File: config.mk
export PLATFORM = sky130hd
export DESIGN_NAME = pjss_calc
export DESIGN_NICKNAME = d
export VERILOG_FILES = /design/src/sv/pjss_pkg.sv /design/src/sv/pjss_calc.sv
export SDC_FILE = /design/constraint.sdc
export NUM_CORES = 2
export LEC_CHECK = 0
export BUFFER_PORTS_ARGS = -buffer_cell sky130_fd_sc_hd__buf_2
export CORE_MARGIN = 2
export CORE_UTILIZATION = 60
export CTS_BUF_LIST = sky130_fd_sc_hd__clkbuf_4
export CTS_CLUSTER_SIZE = 14
export DETAILED_ROUTE_END_ITERATION = 6
export PLACE_DENSITY = 0.77
export SYNTH_ARGS = -nofsm -noshare
export SYNTH_HDL_FRONTEND = slang
export SYNTH_SLANG_ARGS = --single-unit
File: constraint.sdc
create_clock -name clk -period 14.4 [get_ports clk]
set_input_delay 1.44 -clock clk [delete_from_list [all_inputs] [get_ports clk]]
set_output_delay 1.44 -clock clk [all_outputs]
set_load 0.02 [all_outputs]
File: src/sv/pjss_pkg.sv
// Shared types, codes and field widths for the pressure jump source scatter block.
`timescale 1ns / 1ps
`default_nettype none

package pjss_pkg;

    localparam int CNT_W   = 7;
    localparam int COORD_W = 6;
    localparam int INV_W   = 48;
    localparam int JUMP_W  = 32;
    localparam int VAL_W   = 64;
    localparam int MAG_W   = 63;
    localparam int IDX_W   = 18;
    localparam int TMP_W   = 12;
    localparam int PROD_W  = 56;
    localparam int KEY_W   = 20;
    localparam int REG_W   = 3;
    localparam int SDATA_W = 56;

    localparam logic [1:0] KIND_CLEAR = 2'd0;
    localparam logic [1:0] KIND_FACE  = 2'd1;
    localparam logic [1:0] KIND_READ  = 2'd2;

    localparam logic [1:0] AX_X = 2'd0;
    localparam logic [1:0] AX_Y = 2'd1;
    localparam logic [1:0] AX_Z = 2'd2;

    localparam logic [1:0] ST_OK    = 2'd0;
    localparam logic [1:0] ST_RANGE = 2'd1;
    localparam logic [1:0] ST_DUP   = 2'd2;
    localparam logic [1:0] ST_SAT   = 2'd3;

    localparam logic [REG_W-1:0] REG_CELLS_X = 3'd0;
    localparam logic [REG_W-1:0] REG_CELLS_Y = 3'd1;
    localparam logic [REG_W-1:0] REG_CELLS_Z = 3'd2;
    localparam logic [REG_W-1:0] REG_INV_DX  = 3'd3;
    localparam logic [REG_W-1:0] REG_INV_DY  = 3'd4;
    localparam logic [REG_W-1:0] REG_INV_DZ  = 3'd5;

    typedef enum logic [3:0] {
        S_INIT,
        S_IDLE,
        S_CLEAR,
        S_IDX0,
        S_IDX1,
        S_EVAL,
        S_UPD_M,
        S_RD_P,
        S_UPD_P,
        S_GET,
        S_DONE
    } pjss_state_t;

    typedef struct packed {
        logic idx0;
        logic idx1;
        logic fin;
    } pjss_calc_ctrl_t;

    typedef struct packed {
        logic [IDX_W-1:0] plus_idx;
        logic [IDX_W-1:0] minus_idx;
        logic [MAG_W-1:0] mag;
        logic             cap_sat;
    } pjss_calc_res_t;

endpackage

`default_nettype wire

File: src/sv/pjss_calc.sv
// Cell index and scaled jump magnitude, computed over three sequenced steps.
`timescale 1ns / 1ps
`default_nettype none

module pjss_calc (
    input  wire logic                      clk,
    input  wire pjss_pkg::pjss_calc_ctrl_t ctrl,
    input  wire logic [1:0]                axis,
    input  wire logic [5:0]                col_i,
    input  wire logic [5:0]                row_j,
    input  wire logic [5:0]                layer_k,
    input  wire logic [31:0]               jump_value,
    input  wire logic [6:0]                cx,
    input  wire logic [6:0]                cy,
    input  wire logic [6:0]                cz,
    input  wire logic [47:0]               inv,
    output pjss_pkg::pjss_calc_res_t       res
);

    import pjss_pkg::*;

    logic [COORD_W-1:0] mi, mj, mk;
    logic [JUMP_W-1:0]  amag;
    logic [23:0]        mul_b;
    logic [PROD_W-1:0]  prod;
    logic [12:0]        tp_prod, tm_prod;
    logic [18:0]        pp_prod, pm_prod;
    logic [63:0]        sum;

    logic [TMP_W-1:0]   tp_reg, tp_next, tm_reg, tm_next;
    logic [IDX_W-1:0]   plus_reg, plus_next, minus_reg, minus_next;
    logic [PROD_W-1:0]  plo_reg, plo_next, phi_reg, phi_next;
    logic [MAG_W-1:0]   mag_reg, mag_next;
    logic               cap_reg, cap_next;

    // Minus cell: one step back along the face axis, wrapping to count - 1.
    always_comb
    begin
        mi = col_i;
        mj = row_j;
        mk = layer_k;
        case (axis)
            AX_X: mi = (col_i == '0) ? COORD_W'(cx - 7'd1) : col_i - 6'd1;
            AX_Y: mj = (row_j == '0) ? COORD_W'(cy - 7'd1) : row_j - 6'd1;
            AX_Z: mk = (layer_k == '0) ? COORD_W'(cz - 7'd1) : layer_k - 6'd1;
            default: ;
        endcase
    end

    always_comb
    begin
        amag    = jump_value[JUMP_W-1] ? (~jump_value + 32'd1) : jump_value;
        // Split the spacing factor into two 24-bit halves on one multiplier.
        mul_b   = ctrl.idx1 ? inv[47:24] : inv[23:0];
        prod    = amag * mul_b;
        tp_prod = cy * layer_k;
        tm_prod = cy * mk;
        pp_prod = cx * tp_reg;
        pm_prod = cx * tm_reg;
        sum     = {phi_reg, 8'b0} + 64'(plo_reg[PROD_W-1:16]);
    end

    always_comb
    begin
        tp_next    = tp_reg;
        tm_next    = tm_reg;
        plus_next  = plus_reg;
        minus_next = minus_reg;
        plo_next   = plo_reg;
        phi_next   = phi_reg;
        mag_next   = mag_reg;
        cap_next   = cap_reg;
        if (ctrl.idx0)
        begin
            tp_next  = TMP_W'(tp_prod + 13'(row_j));
            tm_next  = TMP_W'(tm_prod + 13'(mj));
            plo_next = prod;
        end
        if (ctrl.idx1)
        begin
            plus_next  = IDX_W'(pp_prod + 19'(col_i));
            minus_next = IDX_W'(pm_prod + 19'(mi));
            phi_next   = prod;
        end
        if (ctrl.fin)
        begin
            cap_next = sum[63];
            mag_next = sum[63] ? {MAG_W{1'b1}} : sum[MAG_W-1:0];
        end
    end

    always_ff @(posedge clk)
    begin
        tp_reg    <= tp_next;
        tm_reg    <= tm_next;
        plus_reg  <= plus_next;
        minus_reg <= minus_next;
        plo_reg   <= plo_next;
        phi_reg   <= phi_next;
        mag_reg   <= mag_next;
        cap_reg   <= cap_next;
    end

    assign res.plus_idx  = plus_reg;
    assign res.minus_idx = minus_reg;
    assign res.mag       = mag_reg;
    assign res.cap_sat   = cap_reg;

endmodule

`default_nettype wire
Yosys cells after proc, flatten, opt, wreduce, memory -nomap -nowiden
Cells that the tools add are included.
{"block": "classes", "addsub": 12, "mul": 5, "eq_ne": 2, "n_mux": 8, "n_bitwise": 1, "n_reduce_logical": 4}
{"cell": "64-bit by 40-bit adder with 64-bit output", "n": 1}
{"cell": "32-bit by 24-bit multiplier with 56-bit output", "n": 1}
{"cell": "18-bit by 6-bit adder with 18-bit output", "n": 2}
{"cell": "7-bit by 12-bit multiplier with 18-bit output", "n": 2}
{"cell": "6-bit 2-to-1 mux", "n": 6}
{"cell": "6-bit by 1-bit subtractor with 6-bit output (second input constant)", "n": 6}
{"cell": "32-bit by 1-bit adder with 32-bit output (second input constant)", "n": 1}
{"cell": "32-bit 2-to-1 mux", "n": 1}
{"cell": "32-bit NOT", "n": 1}
{"cell": "12-bit by 6-bit adder with 12-bit output", "n": 2}
{"cell": "7-bit by 6-bit multiplier with 12-bit output", "n": 2}
{"cell": "24-bit 2-to-1 mux", "n": 1}
{"cell": "6-bit logical NOT", "n": 3}
{"cell": "2-bit by 1-bit equality test with 1-bit output (second input constant)", "n": 1}
{"cell": "2-bit equality test (second input constant)", "n": 1}
{"cell": "2-bit logical NOT", "n": 1}
{"block": "totals", "ff_bits": 236, "output_inout_bits": 100}

Longest topological paths before layout
{"block": "logic_depth", "depth_word": 5, "mapped_depth": 35}

Worst setup path after synthesis
OpenSTA, ideal clock, no wires.
{"block": "synth_timing", "kind": "input -> register", "start": "input jump_value[5]", "end": "register phi_reg[53], data pin", "setup_time_ps": 264, "t_arrival_ps": 10243, "path_slack_ps": 3893, "cell_stages": 35, "path_buffers": 2, "cell_sequence": "or4_4 > or4_4 > nor2_2 > nand2_2 > or4_4 > nand2b_4 > or3_4 > and2_1 > xor2_1 > clkbuf_1 > nand2_1 > fa_1 > inv_1 > fa_1 > inv_1 > fa_1 > fa_1 > inv_1 > fa_1 > fa_1 > inv_1 > fa_1 > inv_1 > ha_1 > clkbuf_1 > a21o_1 > a21o_1 > a21o_1 > a21o_1 > a21oi_1 > o32a_1 > o2111ai_1 > a2111oi_0 > nor3_1 > xnor2_1"}
{"block": "synth_via", "elab_chain_cells": 4}
{"element": "from (decl)", "line": "pjss_calc.sv:12", "rtl": "input wire logic [31:0] jump_value,"}
{"element": "32-bit NOT", "line": "pjss_calc.sv:52", "rtl": "amag = jump_value[JUMP_W-1] ? (~jump_value + 32'd1) : jump_value;"}
{"element": "32-bit by 1-bit adder with 32-bit output", "line": "pjss_calc.sv:52"}
{"element": "32-bit 2-to-1 mux *", "line": "pjss_calc.sv:52"}
{"element": "32-bit by 24-bit multiplier with 56-bit output *", "line": "pjss_calc.sv:55", "rtl": "prod = amag * mul_b;"}
{"element": "via prod[53]", "line": "pjss_calc.sv:25", "rtl": "logic [PROD_W-1:0] prod;"}
{"element": "to (signal assigned)", "line": "pjss_calc.sv:99", "rtl": "phi_reg <= phi_next;"}
{"element": "to (decl)", "line": "pjss_calc.sv:32", "rtl": "logic [PROD_W-1:0] plo_reg, plo_next, phi_reg, phi_next;"}
Mark *: on every way through the listed nets, which the timed path passes. The rest lies on a longest branch.
A chain may end at the register's enable or synchronous reset.

Final worst setup path
Ends and elaborated chain as after synthesis.

==> results.sh <==
export IMPL_outcome="finished, final reports clean"
export IMPL_netlist_area_um2=42900
export IMPL_cts_num_sinks=220
export IMPL_antenna_found_initial=1
export IMPL_ff2ff_path_depth=15
export IMPL_place_inst=5692
export IMPL_cts_tree="built"
export IMPL_track_usage=0.316
export IMPL_cts_path_max_buffers=3
export IMPL_ys_warn_count=0
export IMPL_ant_nets=0
export IMPL_cts_hold_buf=0
export IMPL_fin_cells=5776
export IMPL_grt_max_degree=65
export IMPL_path_clk_slew_ns=0.07
export IMPL_cp_data_arrival_time_ns=11.67
export IMPL_start_util=0.603
export IMPL_grt_pass1_vias=34000
export IMPL_drc=0
export IMPL_critPathLaunchType="input pin"
export IMPL_cpPeakStageDelay_ns=0.75
export IMPL_required_ns=14.79
export IMPL_layout_commonest_cell="inv_1"
export IMPL_port_buffers=223
export IMPL_drt_first_pass_iters=6
export IMPL_io_pins=225
export IMPL_finClkSkew_ns=0.0312
export IMPL_fp_dieH_um=271
export IMPL_tightest_slew_ns=1.31
export IMPL_dpl_cell_area_um2=45300
export IMPL_synth_area_leader_cell="fa_1"
export IMPL_fin_nets=6093
export IMPL_crit_type="in2reg"
export IMPL_drt_iter0_markers=2697
export IMPL_slew_viol_final=0
export IMPL_insertion_delay_ns=0.67
export IMPL_synthTopCellsByArea="fa_1 (38%), edfxtp_1 (15%), ha_1 (11%)"
export IMPL_yosysSeqAreaShare=0.154
export IMPL_cts_root_buffer="clkbuf_4"
export IMPL_wl_per_cell_um=19.9
export IMPL_worstSetupEndpointType="flop"
export IMPL_place_gp_congestion=0.993
export IMPL_grt_pass1_wl_um=181000
export IMPL_fin_area_um2=45900
export IMPL_hold_path_class="reg2reg"
export IMPL_holdPathEnd="mag_reg[2]"
export IMPL_numCtsBuffers=47
export IMPL_dieArea_um2=73700
export IMPL_die_w_um=271
export IMPL_fmax_mhz=88.7
export IMPL_layout_drive_gt1_share=0.0951
export IMPL_synth_seq_cells=220
export IMPL_place_hpwl_um=89800
export IMPL_holdPathStages=1
export IMPL_ff2ff_setup_slack_ns=9.23
export IMPL_relSlewSlack=0.124
export IMPL_largest_reg_flops=63
export IMPL_setup_viol=0
export IMPL_routed_wirelength_um=115000
export IMPL_fillCellCount=5853
export IMPL_hold_start="plo_reg[18]"
export IMPL_tns_ns=0
export IMPL_final_cell_mix="inv_1 (943), fa_1 (813), nand2_1 (641)"
export IMPL_r2r_end="plus_reg[17]"
export IMPL_rsz0062_at_grt="false"
export IMPL_vias=33200
export IMPL_syn_nets=5922
export IMPL_yosysUniqueCellTypes=75
export IMPL_crit_path_max_fanout=8
export IMPL_avgViaCountPerCell=5.74
export IMPL_syn_to_final_growth_pct=6.99
export IMPL_ctsHtreeMaxLevel=2
export IMPL_overflow=0
export IMPL_avgSynthCellArea_um2=9.29
export IMPL_rows=98
export IMPL_crit_top_cell="fa_1"
export IMPL_cp_slowest_cell="xor2_1"
export IMPL_post_route_min_period_ns=11.28
export IMPL_finalHoldViolCount=0
export IMPL_synthFlopType="edfxtp_1"
export IMPL_synth_top_area_frac=0.379
export IMPL_cts_setup_buffers=0
export IMPL_period_share=0.783
export IMPL_synth_async_reset_ratio=0
export IMPL_cts_resized=0
export IMPL_coreArea_um2=71100
export IMPL_drv_cap=0
export IMPL_synth_edf_count=220
export IMPL_syn_inst=4620
export IMPL_timing_rr_start="tp_reg[2]"
-- Yosys cell counts, types with 20 or more instances --
master      n
nand2_1   641
nor2_1    436
xnor2_1   131
a21oi_1   125
nor2b_1    20
mux2_2     22
nor3_1     32
a21o_1     58
o21ai_0    86
clkbuf_1  162
and2_1    145
mux2i_1    22
xor2_1     71
and3_1     26
nand3_1    34
inv_1     943
fa_1      813
o21a_1     21
ha_1      364
edfxtp_1  220
-- metal layers --
layer	track usage	wire [um]	up-vias
li1	-	-	14600
met1	0.414	43300	16400
met2	0.502	52000	1845
met3	0.0778	13700	365
met4	0.136	6030	0
met5	0	0	-
-- worst max path at each step --
| stage | startpoint | endpoint | slack (ns) |
|---|---|---|---|
| after global placement | jump_value[5] | plo_reg[53] | 2.65 |
| after global routing | jump_value[5] | plo_reg[53] | 2.66 |
| after detailed placement | jump_value[5] | plo_reg[53] | 2.57 |
| after CTS | jump_value[5] | phi_reg[53] | 3.25 |
| after floorplan | jump_value[5] | phi_reg[53] | 3.89 |
| final | jump_value[5] | phi_reg[53] | 3.12 |
-- layout make-up --
| class | instances | area (um2) | share of cell area |
|---|---|---|---|
| flip-flops and latches | 220 | 6610 | 0.144 |
| multi-input cells | 3282 | 32300 | 0.704 |
| clock inverters | 19 | 83.8 | 0.00183 |
| inverters | 944 | 3540 | 0.0772 |
| clock buffers | 64 | 480 | 0.0105 |
| well taps | 950 | 1190 | 0.0259 |
| diodes | 1 | 2.50 | 0.0000545 |
| repair buffers | 296 | 1670 | 0.0364 |
-- metrics by stage --
stage | utilization | hold WS (ns) | setup WS (ns)
finish | 0.645 | 0.502 | 3.12
global route | 0.645 | 0.514 | 2.66
global placement | 0.638 | 0.492 | 2.65
floorplan | - | 0.482 | 3.89
detailed placement | 0.638 | 0.495 | 2.57
CTS | 0.645 | 0.506 | 3.25
-- worst max-delay path: cells and delay by family --
family	cells	cell delay, ns
adder cells (fa/ha/maj)	8	3.93
AND/OR/NAND/NOR	8	2.39
AO/OA/AOI/OAI	9	2.31
XOR/XNOR	2	0.91
buffers and inverters	6	0.67
-- cells by family after synthesis --
| group | share of synthesized area |
|---|---|
| AOI/OAI and AO/OA | 0.0637 |
| xor gates and xnor gates | 0.0420 |
| adders and majority gates | 0.485 |
| buffers and inverters | 0.0982 |
| DFF | 0.154 |
| muxes | 0.0114 |
| and+or+nand+nor | 0.145 |
Power is left out: the tool's default activity adds up to more than one toggle a clock period on the data nets, which glitch-free logic cannot reach.
